===== config.mk =====
export PLATFORM = sky130hd
export DESIGN_NAME = morse_code_codec_unit
export DESIGN_NICKNAME = d
export VERILOG_FILES = /design/src/rtl/mcc_pkg.sv /design/src/rtl/morse_code_codec_unit.sv
export SDC_FILE = /design/constraint.sdc
export NUM_CORES = 1
export LEC_CHECK = 0
export BUFFER_PORTS_ARGS = -buffer_cell sky130_fd_sc_hd__buf_2
export CAP_MARGIN = 0
export CORE_MARGIN = 3
export CORE_UTILIZATION = 55
export CTS_CLUSTER_DIAMETER = 30
export DETAILED_ROUTE_END_ITERATION = 12
export MAX_ROUTING_LAYER = met4
export PLACE_DENSITY = 0.78
export SLEW_MARGIN = 20
export SYNTH_ARGS = -nofsm -noshare
export SYNTH_HDL_FRONTEND = slang
export SYNTH_SLANG_ARGS = --single-unit

===== constraint.sdc =====
create_clock -name i_clk -period 7.78 [get_ports i_clk]
set_input_delay 0.389 -clock i_clk [delete_from_list [all_inputs] [get_ports i_clk]]
set_output_delay 0.389 -clock i_clk [all_outputs]
set_load 0.01 [all_outputs]

===== src/rtl/mcc_pkg.sv =====
`timescale 1ns / 1ps
// ----------------------------------------------------------------------------
// Morse codec package
// Beat types, result kinds and the international code table for the codec.
// ----------------------------------------------------------------------------
package mcc_pkg;

    localparam int MAX_CODE_LEN_DEF = 6;
    localparam int NUM_CODES        = 42;
    // Widths of the code length and pattern inputs that the decode lookup accepts.
    localparam int LEN_HI_W         = 4;
    localparam int PAT_HI_W         = 8;

    localparam logic [7:0] BYTE_DOT   = 8'h2E;
    localparam logic [7:0] BYTE_DASH  = 8'h2D;
    localparam logic [7:0] BYTE_SPACE = 8'h20;
    localparam logic [6:0] CHAR_SPACE = 7'h20;

    typedef enum logic [2:0] {
        KIND_DOT     = 3'd0,
        KIND_DASH    = 3'd1,
        KIND_GAP     = 3'd2,
        KIND_UNKNOWN = 3'd3,
        KIND_CHAR    = 3'd4,
        KIND_STATUS  = 3'd5
    } t_kind;

    typedef struct packed {
        logic [7:0] in_byte;
        logic       end_of_message;
    } t_in_beat;

    typedef struct packed {
        t_kind      kind;
        logic [6:0] char_out;
        logic       ok;
        logic       last_of_run;
    } t_out_beat;

    // One table entry; pattern bit i is symbol i, 1 = dash.
    typedef struct packed {
        logic [6:0] glyph;
        logic [2:0] len;
        logic [5:0] pat;
    } t_code_ent;

    typedef struct packed {
        logic       hit;
        logic [2:0] len;
        logic [5:0] pat;
    } t_enc_res;

    typedef struct packed {
        logic       hit;
        logic [6:0] glyph;
    } t_dec_res;

    localparam t_code_ent CODE_TABLE [NUM_CODES] = '{
        '{7'h61, 3'd2, 6'd2 }, '{7'h62, 3'd4, 6'd1 }, '{7'h63, 3'd4, 6'd5 },
        '{7'h64, 3'd3, 6'd1 }, '{7'h65, 3'd1, 6'd0 }, '{7'h66, 3'd4, 6'd4 },
        '{7'h67, 3'd3, 6'd3 }, '{7'h68, 3'd4, 6'd0 }, '{7'h69, 3'd2, 6'd0 },
        '{7'h6A, 3'd4, 6'd14}, '{7'h6B, 3'd3, 6'd5 }, '{7'h6C, 3'd4, 6'd2 },
        '{7'h6D, 3'd2, 6'd3 }, '{7'h6E, 3'd2, 6'd1 }, '{7'h6F, 3'd3, 6'd7 },
        '{7'h70, 3'd4, 6'd6 }, '{7'h71, 3'd4, 6'd11}, '{7'h72, 3'd3, 6'd2 },
        '{7'h73, 3'd3, 6'd0 }, '{7'h74, 3'd1, 6'd1 }, '{7'h75, 3'd3, 6'd4 },
        '{7'h76, 3'd4, 6'd8 }, '{7'h77, 3'd3, 6'd6 }, '{7'h78, 3'd4, 6'd9 },
        '{7'h79, 3'd4, 6'd13}, '{7'h7A, 3'd4, 6'd3 },
        '{7'h30, 3'd5, 6'd31}, '{7'h31, 3'd5, 6'd30}, '{7'h32, 3'd5, 6'd28},
        '{7'h33, 3'd5, 6'd24}, '{7'h34, 3'd5, 6'd16}, '{7'h35, 3'd5, 6'd0 },
        '{7'h36, 3'd5, 6'd1 }, '{7'h37, 3'd5, 6'd3 }, '{7'h38, 3'd5, 6'd7 },
        '{7'h39, 3'd5, 6'd15},
        '{7'h2F, 3'd5, 6'd9 }, '{7'h3F, 3'd6, 6'd12}, '{7'h2C, 3'd6, 6'd51},
        '{7'h2E, 3'd6, 6'd42}, '{7'h2B, 3'd5, 6'd10}, '{7'h3D, 3'd5, 6'd17}
    };

    function automatic t_enc_res enc_lookup(input logic [7:0] b);
        t_enc_res res;
        res = '0;
        for (int i = 0; i < NUM_CODES; i++) begin
            if ({1'b0, CODE_TABLE[i].glyph} == b) begin
                res.hit = 1'b1;
                res.len = CODE_TABLE[i].len;
                res.pat = CODE_TABLE[i].pat;
            end
        end
        return res;
    endfunction

    function automatic t_dec_res dec_lookup(input logic [LEN_HI_W-1:0] len,
                                            input logic [PAT_HI_W-1:0] pat);
        t_dec_res res;
        res = '0;
        for (int i = 0; i < NUM_CODES; i++) begin
            if (len == LEN_HI_W'(CODE_TABLE[i].len) &&
                pat == PAT_HI_W'(CODE_TABLE[i].pat)) begin
                res.hit   = 1'b1;
                res.glyph = CODE_TABLE[i].glyph;
            end
        end
        return res;
    endfunction

endpackage


===== src/rtl/morse_code_codec_unit.sv =====
`timescale 1ns / 1ps
// ----------------------------------------------------------------------------
// Morse code codec unit
// Encodes ASCII bytes to dot/dash/gap symbols, or decodes symbol bytes to
// characters with a sticky per-message failure flag.
// ----------------------------------------------------------------------------
// Usage:
//   Input channel (i_in_valid / o_in_ready / i_in) takes one byte beat with an
//   end-of-message flag. Output channel (o_out_valid / i_out_ready / o_out)
//   gives zero to seven result beats per input beat; last_of_run marks the
//   final one. The config channel (i_cfg_valid / o_cfg_ready / i_cfg_data)
//   writes the mode bit (0 encode, 1 decode) and is ready whenever reset is
//   released; write it only while the block is idle.
//   Each item passes through an execute state and then the emit sequencer,
//   which puts out one result beat per cycle while the receiver takes them
//   (up to 7 beats for a six-symbol code plus its gap).
//   o_in_ready rises again once the last beat sits in the output register,
//   so the next byte can be taken while that beat still waits for the
//   receiver.
//   Decoder context (pattern, length, pending space, failed) lives in a
//   one-entry synchronous memory, read when a byte is accepted and written
//   back in the cycle after, so reads never overlap a pending write.
//   Reset clears the mode, the context valid bit (context reads as zero) and
//   the output valid bit. A stalled receiver holds the emit sequencer.
// ----------------------------------------------------------------------------
module morse_code_codec_unit #(
    parameter int MAX_CODE_LEN = mcc_pkg::MAX_CODE_LEN_DEF
) (
    input  logic              i_clk,
    input  logic              i_rst_n,
    input  logic              i_cfg_valid,
    output logic              o_cfg_ready,
    input  logic              i_cfg_data,
    input  logic              i_in_valid,
    output logic              o_in_ready,
    input  mcc_pkg::t_in_beat i_in,
    output logic              o_out_valid,
    input  logic              i_out_ready,
    output mcc_pkg::t_out_beat o_out
);
    import mcc_pkg::*;

    localparam int LEN_W = $clog2(MAX_CODE_LEN + 2);
    localparam int CTX_W = MAX_CODE_LEN + LEN_W + 2;
    localparam logic [LEN_W-1:0] LEN_MAX   = LEN_W'(MAX_CODE_LEN);
    localparam logic [LEN_W-1:0] LEN_SPOIL = LEN_W'(MAX_CODE_LEN + 1);

    typedef enum logic [1:0] {
        S_IDLE,
        S_EXEC,
        S_EMIT
    } t_state;

    t_state              r_state;
    logic                r_mode;
    logic                r_item_mode;
    t_in_beat            r_item;

    // context memory: {failed, pending, length, pattern}
    logic [CTX_W-1:0]    r_ctx_mem [1];
    logic                r_ctx_vld;
    logic [CTX_W-1:0]    r_rd_ctx;

    // emit sequencer
    logic [2:0]          r_sym_cnt;
    logic [5:0]          r_sym_pat;
    logic                r_t0_vld;
    t_kind               r_t0_kind;
    logic [6:0]          r_t0_char;
    logic                r_t1_vld;
    t_kind               r_t1_kind;
    logic                r_ok;

    logic                r_out_vld;
    t_out_beat           r_out;

    // EXEC results
    logic [MAX_CODE_LEN-1:0] n_pat;
    logic [LEN_W-1:0]    n_len;
    logic                n_pend;
    logic                n_fail;
    logic [CTX_W-1:0]    n_ctx;
    logic [2:0]          n_sym_cnt;
    logic [5:0]          n_sym_pat;
    logic                n_t0_vld;
    t_kind               n_t0_kind;
    logic [6:0]          n_t0_char;
    logic                n_t1_vld;
    t_kind               n_t1_kind;
    logic                n_ok;

    logic [MAX_CODE_LEN-1:0] rd_pat;
    logic [LEN_W-1:0]    rd_len;
    logic                rd_pend;
    logic                rd_fail;
    t_enc_res            enc;
    t_dec_res            dec;

    logic                in_fire;
    logic                out_free;
    logic                have_beat;

    assign o_cfg_ready = i_rst_n;
    assign o_in_ready  = (r_state == S_IDLE) && i_rst_n;
    assign in_fire     = i_in_valid && o_in_ready;
    assign o_out_valid = r_out_vld;
    assign o_out       = r_out;
    assign out_free    = !r_out_vld || i_out_ready;
    assign have_beat   = (r_sym_cnt != 3'd0) || r_t0_vld || r_t1_vld;

    assign rd_pat  = r_rd_ctx[MAX_CODE_LEN-1:0];
    assign rd_len  = r_rd_ctx[MAX_CODE_LEN +: LEN_W];
    assign rd_pend = r_rd_ctx[CTX_W-2];
    assign rd_fail = r_rd_ctx[CTX_W-1];

    assign enc = enc_lookup(r_item.in_byte);
    assign dec = dec_lookup(LEN_HI_W'(rd_len), PAT_HI_W'(rd_pat));

    // Context memory: read on accept, write back in EXEC for decode items.
    always_ff @(posedge i_clk) begin
        if (!i_rst_n) begin
            r_ctx_vld <= 1'b0;
        end else if (r_state == S_EXEC && r_item_mode) begin
            r_ctx_vld <= 1'b1;
        end
        if (r_state == S_EXEC && r_item_mode) begin
            r_ctx_mem[0] <= n_ctx;
        end
        if (in_fire) begin
            r_rd_ctx <= r_ctx_vld ? r_ctx_mem[0] : '0;
        end
    end

    // Work out the new decoder context and the run of result beats.
    always_comb begin
        n_pat     = rd_pat;
        n_len     = rd_len;
        n_pend    = rd_pend;
        n_fail    = rd_fail;
        n_sym_cnt = 3'd0;
        n_sym_pat = 6'd0;
        n_t0_vld  = 1'b0;
        n_t0_kind = KIND_GAP;
        n_t0_char = 7'd0;
        n_t1_vld  = 1'b0;
        n_t1_kind = KIND_GAP;

        if (!r_item_mode) begin
            if (r_item.in_byte == BYTE_SPACE) begin
                n_t0_vld = 1'b1;
                n_t1_vld = 1'b1;
            end else if (enc.hit) begin
                n_sym_cnt = enc.len;
                n_sym_pat = enc.pat;
                n_t0_vld  = 1'b1;
            end else begin
                n_t0_vld  = 1'b1;
                n_t0_kind = KIND_UNKNOWN;
            end
        end else begin
            if (r_item.in_byte == BYTE_DOT || r_item.in_byte == BYTE_DASH) begin
                if (rd_pend) begin
                    n_fail = 1'b1;
                    n_pend = 1'b0;
                end
                if (rd_len >= LEN_MAX) begin
                    n_fail = 1'b1;
                    n_len  = LEN_SPOIL;
                end else begin
                    if (r_item.in_byte == BYTE_DASH) begin
                        n_pat = rd_pat | (MAX_CODE_LEN'(1) << rd_len);
                    end
                    n_len = rd_len + LEN_W'(1);
                end
            end else if (r_item.in_byte == BYTE_SPACE) begin
                if (rd_len != '0) begin
                    if (rd_len <= LEN_MAX && dec.hit) begin
                        n_t0_vld  = 1'b1;
                        n_t0_kind = KIND_CHAR;
                        n_t0_char = dec.glyph;
                    end else begin
                        n_fail = 1'b1;
                    end
                    n_len = '0;
                    n_pat = '0;
                end else if (rd_pend) begin
                    n_t0_vld  = 1'b1;
                    n_t0_kind = KIND_CHAR;
                    n_t0_char = CHAR_SPACE;
                    n_pend    = 1'b0;
                end else begin
                    n_pend = 1'b1;
                end
            end else begin
                n_pend = 1'b0;
                n_fail = 1'b1;
            end

            if (r_item.end_of_message) begin
                if (n_pend || n_len != '0) begin
                    n_fail = 1'b1;
                end
                n_t1_vld  = 1'b1;
                n_t1_kind = KIND_STATUS;
            end
        end

        n_ok = !n_fail;
        // end of message clears the whole context
        if (r_item_mode && r_item.end_of_message) begin
            n_ctx = '0;
        end else begin
            n_ctx = {n_fail, n_pend, n_len, n_pat};
        end
    end

    // Control sequencer and output register.
    always_ff @(posedge i_clk) begin
        if (!i_rst_n) begin
            r_state   <= S_IDLE;
            r_mode    <= 1'b0;
            r_out_vld <= 1'b0;
            r_sym_cnt <= 3'd0;
            r_t0_vld  <= 1'b0;
            r_t1_vld  <= 1'b0;
        end else begin
            if (i_cfg_valid) begin
                r_mode <= i_cfg_data;
            end
            // drop the taken beat unless the sequencer refills the register
            if (r_out_vld && i_out_ready && !(r_state == S_EMIT && have_beat)) begin
                r_out_vld <= 1'b0;
            end

            case (r_state)
                S_IDLE: begin
                    if (in_fire) begin
                        r_item      <= i_in;
                        r_item_mode <= r_mode;
                        r_state     <= S_EXEC;
                    end
                end
                S_EXEC: begin
                    r_sym_cnt <= n_sym_cnt;
                    r_sym_pat <= n_sym_pat;
                    r_t0_vld  <= n_t0_vld;
                    r_t0_kind <= n_t0_kind;
                    r_t0_char <= n_t0_char;
                    r_t1_vld  <= n_t1_vld;
                    r_t1_kind <= n_t1_kind;
                    r_ok      <= r_item_mode ? n_ok : !rd_fail;
                    r_state   <= S_EMIT;
                end
                S_EMIT: begin
                    if (!have_beat) begin
                        r_state <= S_IDLE;
                    end else if (out_free) begin
                        r_out_vld <= 1'b1;
                        r_out.ok  <= r_ok;
                        if (r_sym_cnt != 3'd0) begin
                            // shift out symbols, LSB first
                            r_out.kind        <= r_sym_pat[0] ? KIND_DASH : KIND_DOT;
                            r_out.char_out    <= 7'd0;
                            r_out.last_of_run <= (r_sym_cnt == 3'd1) && !r_t0_vld
                                                 && !r_t1_vld;
                            r_sym_cnt         <= r_sym_cnt - 3'd1;
                            r_sym_pat         <= r_sym_pat >> 1;
                        end else if (r_t0_vld) begin
                            r_out.kind        <= r_t0_kind;
                            r_out.char_out    <= r_t0_char;
                            r_out.last_of_run <= !r_t1_vld;
                            r_t0_vld          <= 1'b0;
                        end else begin
                            r_out.kind        <= r_t1_kind;
                            r_out.char_out    <= 7'd0;
                            r_out.last_of_run <= 1'b1;
                            r_t1_vld          <= 1'b0;
                        end
                        if ((r_sym_cnt == 3'd0 && !r_t0_vld)
                            || (r_sym_cnt == 3'd1 && !r_t0_vld && !r_t1_vld)
                            || (r_sym_cnt == 3'd0 && r_t0_vld && !r_t1_vld)) begin
                            r_state <= S_IDLE;
                        end
                    end
                end
                default: begin
                    r_state <= S_IDLE;
                end
            endcase
        end
    end

endmodule

==> results.md, run 1 <==
Status:
- The flow ran to the end, and the final reports show no timing, DRC or antenna violations.

Finish:
- The library cell used most frequently in the layout, excluding fill and tap cells, is edfxtp_1.
- The post-layout net count is 589.
- The area growth from synthesis to layout is 6.18%.
- The end-of-flow core utilization is 0.609.
- The share of final-layout standard cells stronger than drive strength 1 is 0.124.
- In the layout the commonest cells are 63 x edfxtp_1, 56 x nand2_1, 42 x nor2_1.
- The repair_antennas step left the layout with diodes totalling 0.
- Once layout is complete, the cells apart from fillers number between 600 and 700.

STA:
- Setup repair after global routing left no endpoint under its margin.
- The slew at the pin closest to its max-slew limit is 942 ps.
- The total negative slack is 0 ps.
- Derived from the worst setup path, the maximum achievable clock frequency is 292 MHz.
- The final clock period utilization by the worst path is 0.441.
- Between clock sinks in the finished design, the worst skew comes to about 8.2 ps.
- The hold violation total from the final report is 0.
- Setup violations remaining at the end of the flow were counted as 0.
- The number of pins exceeding their max-slew limit in the final report came to 0.
- The relative max-transition margin is 0.372.
- The clock period minus worst slack is between 3000 and 4000 ps.

Clock network:
- The number of setup buffers added after CTS is 0.
- At the later pin of the worst-skew pair, clock insertion delay measures ~340 ps.
- The CTS H-tree depth is 3.
- The clock passes through at most 2 buffers.
- The cell sitting at the root of the clock tree is a clkbuf_8.
- After clock tree synthesis, the clock-pin slew on the worst setup and hold paths is 80 ps.
- In this run, post-CTS repair resized a total of 0 instances.
- The clock net in this run drives a total of 73 sinks.
- TritonCTS built the clock tree.
- TritonCTS created 9 clock buffers.
- For this design, the CTS-stage hold fixing added 0 buffers.

Logic synthesis:
- The number of distinct standard cells referenced by the synthesized netlist is 82.
- The total of flip-flops plus latches after synthesis is 73.
- Synthesis produced 566 cells.
- The leading register cell type out of synthesis is edfxtp_1.
- The total nets after synthesis is roughly 600.
- Of all cell types, the one taking the most synthesized area is edfxtp_1.
- The async set-or-reset flop fraction in the synthesized netlist is 0.
- During synthesis, Yosys emitted a total of 0 warnings.
- The synthesized area is 5080 sq um.
- Sorting the synthesized cells by area gives the leading types as edfxtp_1 37%, nand2_1 4.1%, dfxtp_1 3.9%.
- The share of the Yosys chip area taken by registers is 0.412.
- The portion of synthesized cell area occupied by the leading cell type is 0.373.
- Each instance of the synthesized netlist takes up on average 8.97 sq um.
- Counting flops with a built-in enable in the synthesized netlist gives 63.

Critical path:
- The category of the worst setup path capture point is a flip-flop.
- For the worst setup path, the data required time is 7880 ps.
- The data arrival time of the critical path is 3530 ps.
- The category of the critical setup timing path is flip-flop to flip-flop.
- The worst setup path is launched from a flip-flop.
- The signal on the critical path passes through inv_1 -> ha_1 -> or3b_2 -> nor3_1 -> a221o_1 -> or2_1 -> or4b_1 -> a21oi_1 -> nor2b_1.
- For this run, the slowest stage of the critical path takes 850 ps.
- The slowest cell on the critical path is edfxtp_1.
- The highest fanout seen on the critical path is 23.
- Setup slack on the worst reg-to-reg path comes out at 4350 ps.

Drt:
- The first-iteration detailed-routing DRC count is 470.
- Using the TritonRoute via totals, the vias-per-cell ratio works out to 6.49.
- The average routed wire per standard cell is 18.4 um.
- In the routed design, unresolved DRC markers number 0.
- The final route contains 4405 vias.
- For this run, the detailed router's first-pass iteration total came to 7.
- The number of routed nets with antenna violations is 0.
- The routed wire length is 12500 um.

Global route:
- The aggregate global-route resource usage is 0.262.
- The wire length of the first global-routing pass is 21100 um.
- The final global-route overflow total is 0.
- The via count of the first global-routing pass is 4108.
- The number of antenna violations at the first check in global routing is 0.
- The maximum number of pins on one net before global-route repair is 38.

Placed design:
- Buffers placed on the I/O ports in this run total 29.
- At the end of routability-driven placement, the weighted congestion stood at 0.989.
- Detailed placement ended at an HPWL of 8960 um.
- Counting tap cells, the placed design contains a total of 663 instances.

Floorplanning:
- The die footprint is 10400 sq um.
- For this configuration, the core starts out at a cell density of 0.574.
- From left edge to right edge, the die measures about 100 um.
- The top-level I/O count is 30.
- In this run the standard cell core region covers 8850 sq um.
- The number of core rows is 34.
- The die is approximately 100 um tall.

Pwr:
- In this run the power density over the cells is 157 nW/um^2.
- The worst-case vdd ir drop is 0.122 mV.
- In this run the static leakage power is 1.89 nW.

Run:
- The tool flagged a number of max-cap violations equal to 0.

Min path:
- The class of the tightest hold or removal check is primary input to flip-flop.
## stage by stage
| stage | instance area (sq um) | power [mW] | hold WS (ps) | setup WS (ps) |
|---|---|---|---|---|
| 6_report | 5390 | 0.844 | 222 | 4350 |
| 2_1_floorplan | 5080 | 0.532 | 400 | 4920 |
| 5_1_grt | 5390 | 0.885 | 203 | 4140 |
| 4_1_cts | 5390 | 0.850 | 206 | 4450 |
| 3_5_place_dp | 5200 | 0.558 | 425 | 4460 |
| 3_3_place_gp | 5200 | 0.556 | 417 | 4490 |
## worst max-delay path, delay by kind of cell, from the launching register on
kind	cells	cell delay, ps
AO/OA/AOI/OAI	2	480
adder cells (fa/ha/maj)	1	430
buffers and inverters	1	290
flip-flops	1	850
AND/OR/NAND/NOR	5	1130
## where the power goes
part | total (mW) | internal, mW | switching [mW]
clock network | 0.292 | 0.148 | 0.144
logic | 0.0951 | 0.0360 | 0.0592
registers | 0.457 | 0.437 | 0.0200
total | 0.844 | 0.621 | 0.223
## worst paths after layout
check	startpoint	endpoint	depth (start not counted)
worst max register to register	r_rd_ctx[8]	r_t0_char[4]	9
worst max-delay path	r_rd_ctx[8]	r_t0_char[4]	9
worst min register to register	r_mode	r_item_mode	0
worst min-delay path	i_in[8]	r_item[8]	1
## cell families (layout without fill, tap and decap cells)
logic type	Yosys count	in the layout	share of synthesized area
buf+inv	60	65	0.0488
mux	5	5	0.0101
compound gates	169	169	0.225
simple gates	246	246	0.275
xor+xnor	4	4	0.00690
fa+ha+maj	9	9	0.0217
flops	73	73	0.412
## synth_stat cells (all sizes together), types with 5 or more instances
| cell | number |
|---|---|
| a31oi | 7 |
| clkbuf | 26 |
| a211oi | 8 |
| nor2b | 14 |
| nor3 | 17 |
| a21boi | 5 |
| ha | 8 |
| buf | 17 |
| o22ai | 8 |
| or2 | 6 |
| nand4 | 7 |
| and3 | 14 |
| nor3b | 5 |
| nand3b | 6 |
| o21ai | 39 |
| a311oi | 5 |
| o211ai | 6 |
| nor2 | 42 |
| and2 | 18 |
| a21oi | 33 |
| nor4 | 6 |
| edfxtp | 63 |
| nand2 | 56 |
| dfxtp | 10 |
| o31ai | 12 |
| nand2b | 16 |
| inv | 14 |
| nand3 | 10 |
## state kept, by name (all words and copies together) (netlist names)
signal / cells
r_state: 2
o_out: 12
r_t0_char: 7
r_sym_cnt: 3
r_t1_vld: 1
r_rd_ctx: 11
r_ok: 1
r_ctx_vld: 1
r_item_mode: 1
r_t0_kind: 3
r_t1_kind: 2
r_item: 9
r_sym_pat: 6
r_ctx_mem: 11
o_out_valid: 1
r_t0_vld: 1
r_mode: 1
## cell type report
cell class                      instances  area (sq um)
Sequential cell                        73          2090
Multi-Input combinational cell        433          2740
Inverter                               17          63.8
Clock inverter                          7          71.3
Fill cell                             759          3460
Tap cell                              108           135
Clock buffer                            9           124
Timing Repair Buffer                   32           168
## metal layers
metal / vias up / wire length, um / GRT usage
li1: 2140 / - / -
met1: 2036 / 5990 / 0.400
met5: - / 0 / -
met2: 214 / 5380 / 0.363
met3: 15 / 1040 / 0.0464
met4: 0 / 102 / 0.0575
No activity file was read; power rests on OpenSTA's default activity.
==> run 2: changes to the inputs <==
ABC_AREA = 1   (was not set)
clock period = 3.2 ns   (was 7.78 ns; I/O delays follow)
==> results.md, run 2 <==
Status:
- Run status: completed (unchanged).

STA:
- The hold violation total from the final report is 0 (unchanged).
- The worst hold margin is 22.5 ps (was 222 ps).
- The maximum clock frequency was 379 MHz (was 292 MHz).
- The clock period minus worst slack is 2640 ps (was 3430 ps).
- The slew at the pin closest to its max-slew limit is 634 ps (was 942 ps).
- The worst-case clock skew is 10.4 ps (was 8.21 ps).
- The setup violation total in the final timing report is 0 (unchanged).
- The total negative slack is 0 ps (unchanged).
- The final clock period utilization by the worst path came to 0.825 (was 0.441).
- The number of pins exceeding their max-slew limit in the final report is 0 (unchanged).
- The relative max-transition margin is 0.577 (was 0.372).
- Setup repair after global routing missed its margin: false (unchanged).

Placed design:
- The placed instance area is 4920 sq um (was 5200 sq um).
- The weighted congestion at the end of routability-driven global placement was 1.03 (was 0.989).
- The number of port buffers is 29 (unchanged).
- The half-perimeter wire length of the detailed placement result was 9350 um (was 8960 um).
- The number of placed instances with taps included is 743 (was 663).

Logic synthesis:
- The most common cell in the netlist is nand2_1 (was edfxtp_1).
- The number of distinct standard cells referenced by the synthesized netlist is 46 (was 82).
- The portion of synthesized cell area occupied by the leading cell type was 0.405 (was 0.373).
- The count of flip-flops with a built-in enable after synthesis is 63 (unchanged).
- Leading post-synthesis cells by cell area: edfxtp_1 41%, nand2_1 10%, nor2_1 8.1% (was edfxtp_1 37%, nand2_1 4.1%, dfxtp_1 3.9%).
- The leading register cell type out of synthesis is edfxtp_1 (unchanged).
- The async set-or-reset flop fraction in the synthesized netlist was 0 (unchanged).
- The total of flip-flops plus latches after synthesis is 73 (unchanged).
- The post-synthesis cell count came to 615 (was 566).
- Top cell types by occurrence after synthesis: 126 x nand2_1, 101 x nor2_1, 91 x inv_1 (was 63 x edfxtp_1, 56 x nand2_1, 42 x nor2_1).
- The synthesized area is 4670 sq um (was 5080 sq um).
- The average footprint of a synthesized cell is 7.59 sq um (was 8.97 sq um).
- The total nets after synthesis is 638 (was 589).
- The count of yosys warnings during synthesis is 0 (unchanged).
- The cell taking the most area after synthesis is edfxtp_1 (unchanged).
- The sequential-to-total area share from yosys stat is 0.448 (was 0.412).

Critical path:
- The endpoint of the worst register-to-register path was r_ok (was r_t0_char[4]).
- The required time reported for the critical path endpoint is 3270 ps (was 7880 ps).
- The cell class contributing the biggest share of worst-path delay is simple AND/OR/NAND/NOR gates (unchanged).
- The critical path buffer and inverter count is 4 (was 1).
- The category of the worst setup path capture point is a flip-flop (unchanged).
- The category of the critical setup timing path is flip-flop to flip-flop (unchanged).
- Crit path cell chain: inv_1 -> ha_1 -> inv_1 -> nor2_1 -> nor2_1 -> nand2_1 -> nor2_1 -> nand2_1 -> nor2_2 -> nand2_1 -> o21ai_2 -> inv_2 -> nor2_2 -> inv_2 -> a31oi_2 -> o22ai_2 (was inv_1 -> ha_1 -> or3b_2 -> nor3_1 -> a221o_1 -> or2_1 -> or4b_1 -> a21oi_1 -> nor2b_1).
- The type of origin of the critical path is a flip-flop (unchanged).
- The slowest cell on the critical path is edfxtp_1 (unchanged).
- The internal reg-to-reg setup slack was 560 ps (was 4350 ps).
- The length in cells of the worst reg-to-reg path was 16 (was 9).
- The critical register-to-register path startpoint is r_rd_ctx[8] (unchanged).
- The data arrival time of the critical path is 2710 ps (was 3530 ps).
- The highest fanout seen on the critical path is 9 (was 23).
- The biggest cell delay along the critical path was 540 ps (was 850 ps).

Global route:
- The via count of the first global-routing pass came to 4022 (was 4108).
- The wire length of the first global-routing pass was 19600 um (was 21100 um).
- The aggregate global-route resource usage is 0.260 (was 0.262).
- The number of antenna violations at the first check in global routing came to 0 (unchanged).
- The maximum number of pins on one net before global-route repair was 15 (was 38).
- The final global-route overflow total is 0 (unchanged).

Floorplanning:
- The die extent in y is 98.1 um (was 102 um).
- The overall die width is 98.1 um (was 102 um).
- The placeable core area came to 7970 sq um (was 8850 sq um).
- The die footprint is 9620 sq um (was 10400 sq um).
- The number of core rows is 32 (was 34).
- The initial cell density of the core is 0.586 (was 0.574).
- The top-level I/O count is 30 (unchanged).

Drt:
- The routed wire length on met2 was 5380 um (about the same).
- The routed length on met1 is 5550 um (was 5990 um).
- The met3 wire length was 993 um (was 1040 um).
- The first-pass iteration count of the detailed router was 9 (was 7).
- The detailed-route DRC error count is 0 (unchanged).
- The number of routed nets with antenna violations is 0 (unchanged).
- The first-iteration detailed-routing DRC count is 415 (was 470).
- The vias after detailed routing is 4456 (was 4405).
- The routed wire length is 12100 um (was 12500 um).
- The number of vias per cell after detailed routing was 5.81 (was 6.49).
- The uppermost signal routing layer after detailed routing is met4 (unchanged).
- The average routed wire per standard cell is 15.8 um (was 18.4 um).

Finish:
- The leading cell type in the layout, fill and taps excluded is nand2_1 (was edfxtp_1).
- The number of filler cells placed in the layout came to 667 (was 759).
- The flip-flop count of the largest register, all copies and words added is 12 (unchanged).
- The area occupied by registers came to 2090 sq um (unchanged).
- The multi-input combinational cell area was 2120 sq um (was 2740 sq um).
- The area growth from synthesis to layout is 11.7% (was 6.18%).
- The post-layout net count is 683 (was 589).
- Commonest cells after routing, fill and taps aside: 126 x nand2_1, 100 x nor2_1, 91 x inv_1 (was 63 x edfxtp_1, 56 x nand2_1, 42 x nor2_1).
- The antenna diode instance count is 0 (unchanged).
- The area of all placed cells without fillers came to 5210 sq um (was 5390 sq um).
- The count of placed standard cells in the final layout, fillers left out is 767 (was 679).
- The share of final-layout standard cells stronger than drive strength 1 is 0.135 (was 0.124).

Min path:
- The hold path startpoint is i_in[0] (was i_in[8]).
- The endpoint with the worst hold slack is r_item[0] (was r_item[8]).
- The class of the tightest hold or removal check is primary input to flip-flop (unchanged).
- The number of cells on the worst hold path is 1 (unchanged).

Clock network:
- The number of clock sinks seen by CTS is 73 (unchanged).
- The TritonCTS clock tree is built (unchanged).
- The number of buffers created by CTS is 9 (unchanged).
- The post-CTS setup-driven buffer insertion count is 0 (unchanged).
- The CTS H-tree depth came to 3 (unchanged).
- The maximum count of clock buffers along a single path is 2 (unchanged).
- The clock slew at the register clock pins of the worst setup and hold paths came to 80 ps (about the same).
- The clock insertion delay at the later pin of the skew report came to 340 ps (about the same).
- The buffer type at the clock tree root is clkbuf_8 (unchanged).

Pwr:
- The static leakage is 2.40 nW (was 1.89 nW).
- The total power consumption of the routed design was 2.03 mW (was 844 uW).
- The worst-case vdd ir drop was 0.258 mV (was 0.122 mV).
- The power density normalized to cell area was 390 nW/um^2 (was 157 nW/um^2).

Run:
- The number of maximum-capacitance constraint violations is 0 (unchanged).
[run 2: cell types whose count changed in the layout (fill, tap and decap cells not counted), moves of 13 or more]
cell / change
a21oi_1: -15
and2_1: -15
and3_1: -13
inv_1: +77
inv_2: +15
nand2_1: +70
nand2b_1: -16
nand3_1: +20
nand4_1: +13
nor2_1: +58
nor2_2: +15
nor2b_1: -14
o21ai_0: -14
[run 2: what timing repair did]
item,4_1_cts,5_1_grt
hold buffers,8,0
endpoints found under the hold margin,8,0
resized for setup,0,0
[run 2: area by class of cell]
cell class / count / area share
Inverter: 110 / 0.0792
Multi-Input combinational cell: 426 / 0.407
Clock inverter: 4 / 0.00648
Tap cell: 102 / 0.0245
Timing Repair Buffer: 40 / 0.0475
Sequential cell: 73 / 0.401
Clock buffer: 12 / 0.0341
[run 2: worst max-delay path by stage]
stage,slack [ps],depth (start not counted),start,to
finish,560,16,r_rd_ctx[8],r_ok
global route,350,16,r_rd_ctx[8],r_ok
CTS,600,19,r_rd_ctx[7],r_t0_kind[1]
detailed placement,620,19,r_rd_ctx[7],r_ctx_mem[0][10]
global placement,650,16,r_rd_ctx[8],r_ok
floorplan,930,16,r_rd_ctx[7],r_ok
[run 2: stage by stage]
stage                      util  setup WS [ps]
final                     0.654            559
after global routing      0.654            352
after CTS                 0.654            603
after detailed placement  0.617            616
after global placement    0.617            651
after floorplan               -            932
[run 2: where the power goes]
group	switching, mW	leakage, nW	internal (mW)
clock network	0.356	0.103	0.380
logic	0.141	1.63	0.0640
registers	0.0245	0.670	1.07
[run 2: cells by family after synthesis]
| group | after synthesis | synth area share |
|---|---|---|
| AOI/OAI and AO/OA | 82 | 0.111 |
| adders and majority gates | 8 | 0.0215 |
| DFF | 73 | 0.448 |
| buffers and inverters | 116 | 0.0973 |
| and+or+nand+nor | 336 | 0.322 |
[run 2: routing by layer]
layer  up-vias  GRT usage
met3        16     0.0350
met5         -          -
met1      2046      0.381
li1       2147          -
met2       247      0.378
met4         0     0.0767
==> run 3: changes to the inputs <==
PLACE_DENSITY = 0.81   (was 0.78)
clock period = 2.27 ns   (was 3.2 ns; I/O delays follow)
==> results.md, run 3 (synthesis gave the netlist of run 2 again) <==
Finish:
- The area of all placed cells without fillers is 6720 sq um (was 5210 sq um).
- The area growth from synthesis to layout was 43.9% (was 11.7%).
- Commonest cells after routing, fill and taps aside: 121 x buf_4, 108 x nand2_1, 83 x inv_1 (was 126 x nand2_1, 100 x nor2_1, 91 x inv_1).
- The flip-flop count of the largest register, all copies and words added is 12 (unchanged).
- The count of placed standard cells in the final layout, fillers left out was 898 (was 767).
- The leading cell type in the layout, fill and taps excluded is buf_4 (was nand2_1).
- The antenna diode instance count was 0 (unchanged).
- The number of filler cells placed in the layout is 447 (was 667).
- The share of final-layout standard cells stronger than drive strength 1 is 0.382 (was 0.135).
- The post-layout net count is 814 (was 683).

Clock network:
- The CTS H-tree depth was 3 (unchanged).
- The number of clock sinks seen by CTS is 73 (unchanged).
- The buffer type at the clock tree root is clkbuf_8 (unchanged).
- The number of buffers created by CTS is 9 (unchanged).
- The clock insertion delay at the later pin of the skew report is 360 ps (was 340 ps).
- The clock slew at the register clock pins of the worst setup and hold paths is 90 ps (was 80 ps).
- The TritonCTS clock tree is built (unchanged).
- The maximum count of clock buffers along a single path is 2 (unchanged).

Floorplanning:
- The overall die width came to 98.1 um (unchanged).
- The top-level I/O count is 30 (unchanged).
- The die extent in y is 98.1 um (unchanged).
- The number of core rows was 32 (unchanged).
- The initial cell density of the core is 0.586 (unchanged).
- The die footprint is 9620 sq um (unchanged).
- The placeable core area is 7970 sq um (unchanged).

STA:
- The maximum clock frequency is 368 MHz (was 379 MHz).
- The final clock period utilization by the worst path is 1.20 (was 0.825).
- The total negative slack is -4050 ps (was 0 ps).
- Setup repair after global routing missed its margin: true (was false).
- The clock period minus worst slack is 2720 ps (was 2640 ps).
- The final worst-path setup slack came to -448 ps (was 559 ps).
- The slew at the pin closest to its max-slew limit is 625 ps (was 634 ps).
- The relative max-transition margin is 0.583 (was 0.577).
- The hold violation total from the final report is 0 (unchanged).
- The worst-case clock skew is 19.3 ps (was 10.4 ps).
- The number of pins exceeding their max-slew limit in the final report was 0 (unchanged).
- The setup violation total in the final timing report was 16 (was 0).

Drt:
- The first-pass iteration count of the detailed router was 6 (was 9).
- The routed wire length is 16700 um (was 12100 um).
- The average routed wire per standard cell is 18.6 um (was 15.8 um).
- The routed wire length on met2 is 7900 um (was 5380 um).
- The number of vias per cell after detailed routing is 5.92 (was 5.81).
- The first-iteration detailed-routing DRC count came to 480 (was 415).
- The vias after detailed routing is 5318 (was 4456).
- The number of routed nets with antenna violations is 0 (unchanged).
- The uppermost signal routing layer after detailed routing is met4 (unchanged).
- The routed length on met1 is 6620 um (was 5550 um).
- The met3 wire length came to 1520 um (was 993 um).
- The detailed-route DRC error count is 0 (unchanged).

Critical path:
- The slowest cell on the critical path is edfxtp_1 (unchanged).
- The critical register-to-register path startpoint is r_rd_ctx[6] (was r_rd_ctx[8]).
- The highest fanout seen on the critical path is 7 (was 9).
- Crit path cell chain: inv_2 -> ha_4 -> nand2_4 -> inv_6 -> buf_4 -> nand3_1 -> nand2_1 -> nor2_1 -> nand4_1 -> nor2_1 -> nand3_1 -> nand2_1 -> nand4_1 -> nand2_1 -> nand4_1 -> o21bai_1 -> nand3_1 -> nand2_1 -> inv_1 (was inv_1 -> ha_1 -> inv_1 -> nor2_1 -> nor2_1 -> nand2_1 -> nor2_1 -> nand2_1 -> nor2_2 -> nand2_1 -> o21ai_2 -> inv_2 -> nor2_2 -> inv_2 -> a31oi_2 -> o22ai_2).
- The category of the critical setup timing path is flip-flop to flip-flop (unchanged).
- The biggest cell delay along the critical path is 480 ps (was 540 ps).
- The length in cells of the worst reg-to-reg path came to 19 (was 16).
- The required time reported for the critical path endpoint is 2390 ps (was 3270 ps).
- The most numerous cell type found on the critical path is nand2_1.
- The type of origin of the critical path was a flip-flop (unchanged).
- The endpoint of the worst register-to-register path is r_t0_char[0] (was r_ok).
- The internal reg-to-reg setup slack is -450 ps (was 560 ps).
- The data arrival time of the critical path is 2840 ps (was 2710 ps).
- The category of the worst setup path capture point is a flip-flop (unchanged).

Global route:
- The number of antenna violations at the first check in global routing is 0 (unchanged).
- The wire length of the first global-routing pass is 24900 um (was 19600 um).
- The maximum number of pins on one net before global-route repair is 15 (unchanged).
- The aggregate global-route resource usage came to 0.335 (was 0.260).
- The final global-route overflow total is 0 (unchanged).
- The via count of the first global-routing pass is 5135 (was 4022).

Min path:
- The endpoint with the worst hold slack is r_state[0] (was r_item[0]).
- The class of the tightest hold or removal check was primary input to flip-flop (unchanged).
- The hold path startpoint is i_in_valid (was i_in[0]).
- The number of cells on the worst hold path came to 2 (was 1).

Placed design:
- The placed instance area is 5690 sq um (was 4920 sq um).
- The number of port buffers came to 29 (unchanged).
- The half-perimeter wire length of the detailed placement result came to 11000 um (was 9350 um).
- The weighted congestion at the end of routability-driven global placement is 0.975 (was 1.03).
- The number of placed instances with taps included was 845 (was 743).
- The worst setup slack before clock tree synthesis is -331 ps (was 616 ps).

Pwr:
- The total power consumption of the routed design came to 3.07 mW (was 2.03 mW).
- The worst-case vdd ir drop is 0.368 mV (was 0.258 mV).
- The static leakage is 3.22 nW (was 2.40 nW).
- The power density normalized to cell area came to 457 nW/um^2 (was 390 nW/um^2).

Status:
- Run status: finished with violations (was completed).
- The checks that failed: negative setup slack.

Run:
- The number of maximum-capacitance constraint violations is 0 (unchanged).
run 3: cell types whose count changed in the layout (fill, tap and decap cells not counted), moves of 12 or more:
cell     previous run  this run
buf_4               3       121
nor2_1            100        77
nand2_1           126       108
nor3_1             25        12
nor2_4              0        12
run 3: report_power, final:
group | internal, mW | switching (mW) | leakage [nW]
logic | 0.173 | 0.273 | 2.45
clock network | 0.518 | 0.565 | 0.100
registers | 1.50 | 0.0359 | 0.670
total | 2.19 | 0.873 | 3.22
run 3: what timing repair did:
action / in CTS / in global routing
setup buffers: 18 / 10
pin swaps: 23 / 33
endpoints found under the setup margin: 15 / 35
hold buffers: 11 / 0
resized for setup: 68 / 75
endpoints found under the hold margin: 10 / 0
run 3: worst max-delay path, delay by kind of cell, from the launching register on:
kind / cells / cell delay, ps
adders and majority gates: 1 / 190
and+or+nand+nor: 13 / 1210
DFF: 1 / 480
buffers and inverters: 4 / 350
AOI/OAI and AO/OA: 1 / 240
run 3: metrics by stage:
stage	util	hold WS, ps
2_1_floorplan	-	207
3_3_place_gp	0.714	292
3_5_place_dp	0.714	292
4_1_cts	0.801	8.43
5_1_grt	0.843	26.5
6_report	0.843	23.6
run 3: worst max path at each step:
| stage | slack, ps | depth (start not counted) | from | endpoint |
|---|---|---|---|---|
| after global placement | -180 | 16 | r_rd_ctx[7] | r_ok |
| after global routing | -510 | 19 | r_rd_ctx[6] | r_t0_char[0] |
| after floorplan | 2 | 16 | r_rd_ctx[7] | r_ok |
| after CTS | -240 | 16 | r_rd_ctx[7] | r_ok |
| after detailed placement | -330 | 16 | r_rd_ctx[7] | r_ok |
| final | -450 | 19 | r_rd_ctx[6] | r_t0_char[0] |
run 3: cell type report:
type                            count  area [sq um]  share of cell area
Multi-Input combinational cell    426          2590               0.385
Clock inverter                      7          77.6              0.0116
Timing Repair Buffer              171          1280               0.190
Tap cell                          102           128              0.0190
Sequential cell                    73          2090               0.312
Inverter                          110           430              0.0641
Clock buffer                        9           124              0.0184
run 3: routing by layer:
metal / track usage / vias up
li1: - / 2412
met1: 0.419 / 2473
met2: 0.540 / 365
met3: 0.0629 / 68
met4: 0.131 / 0
met5: - / -
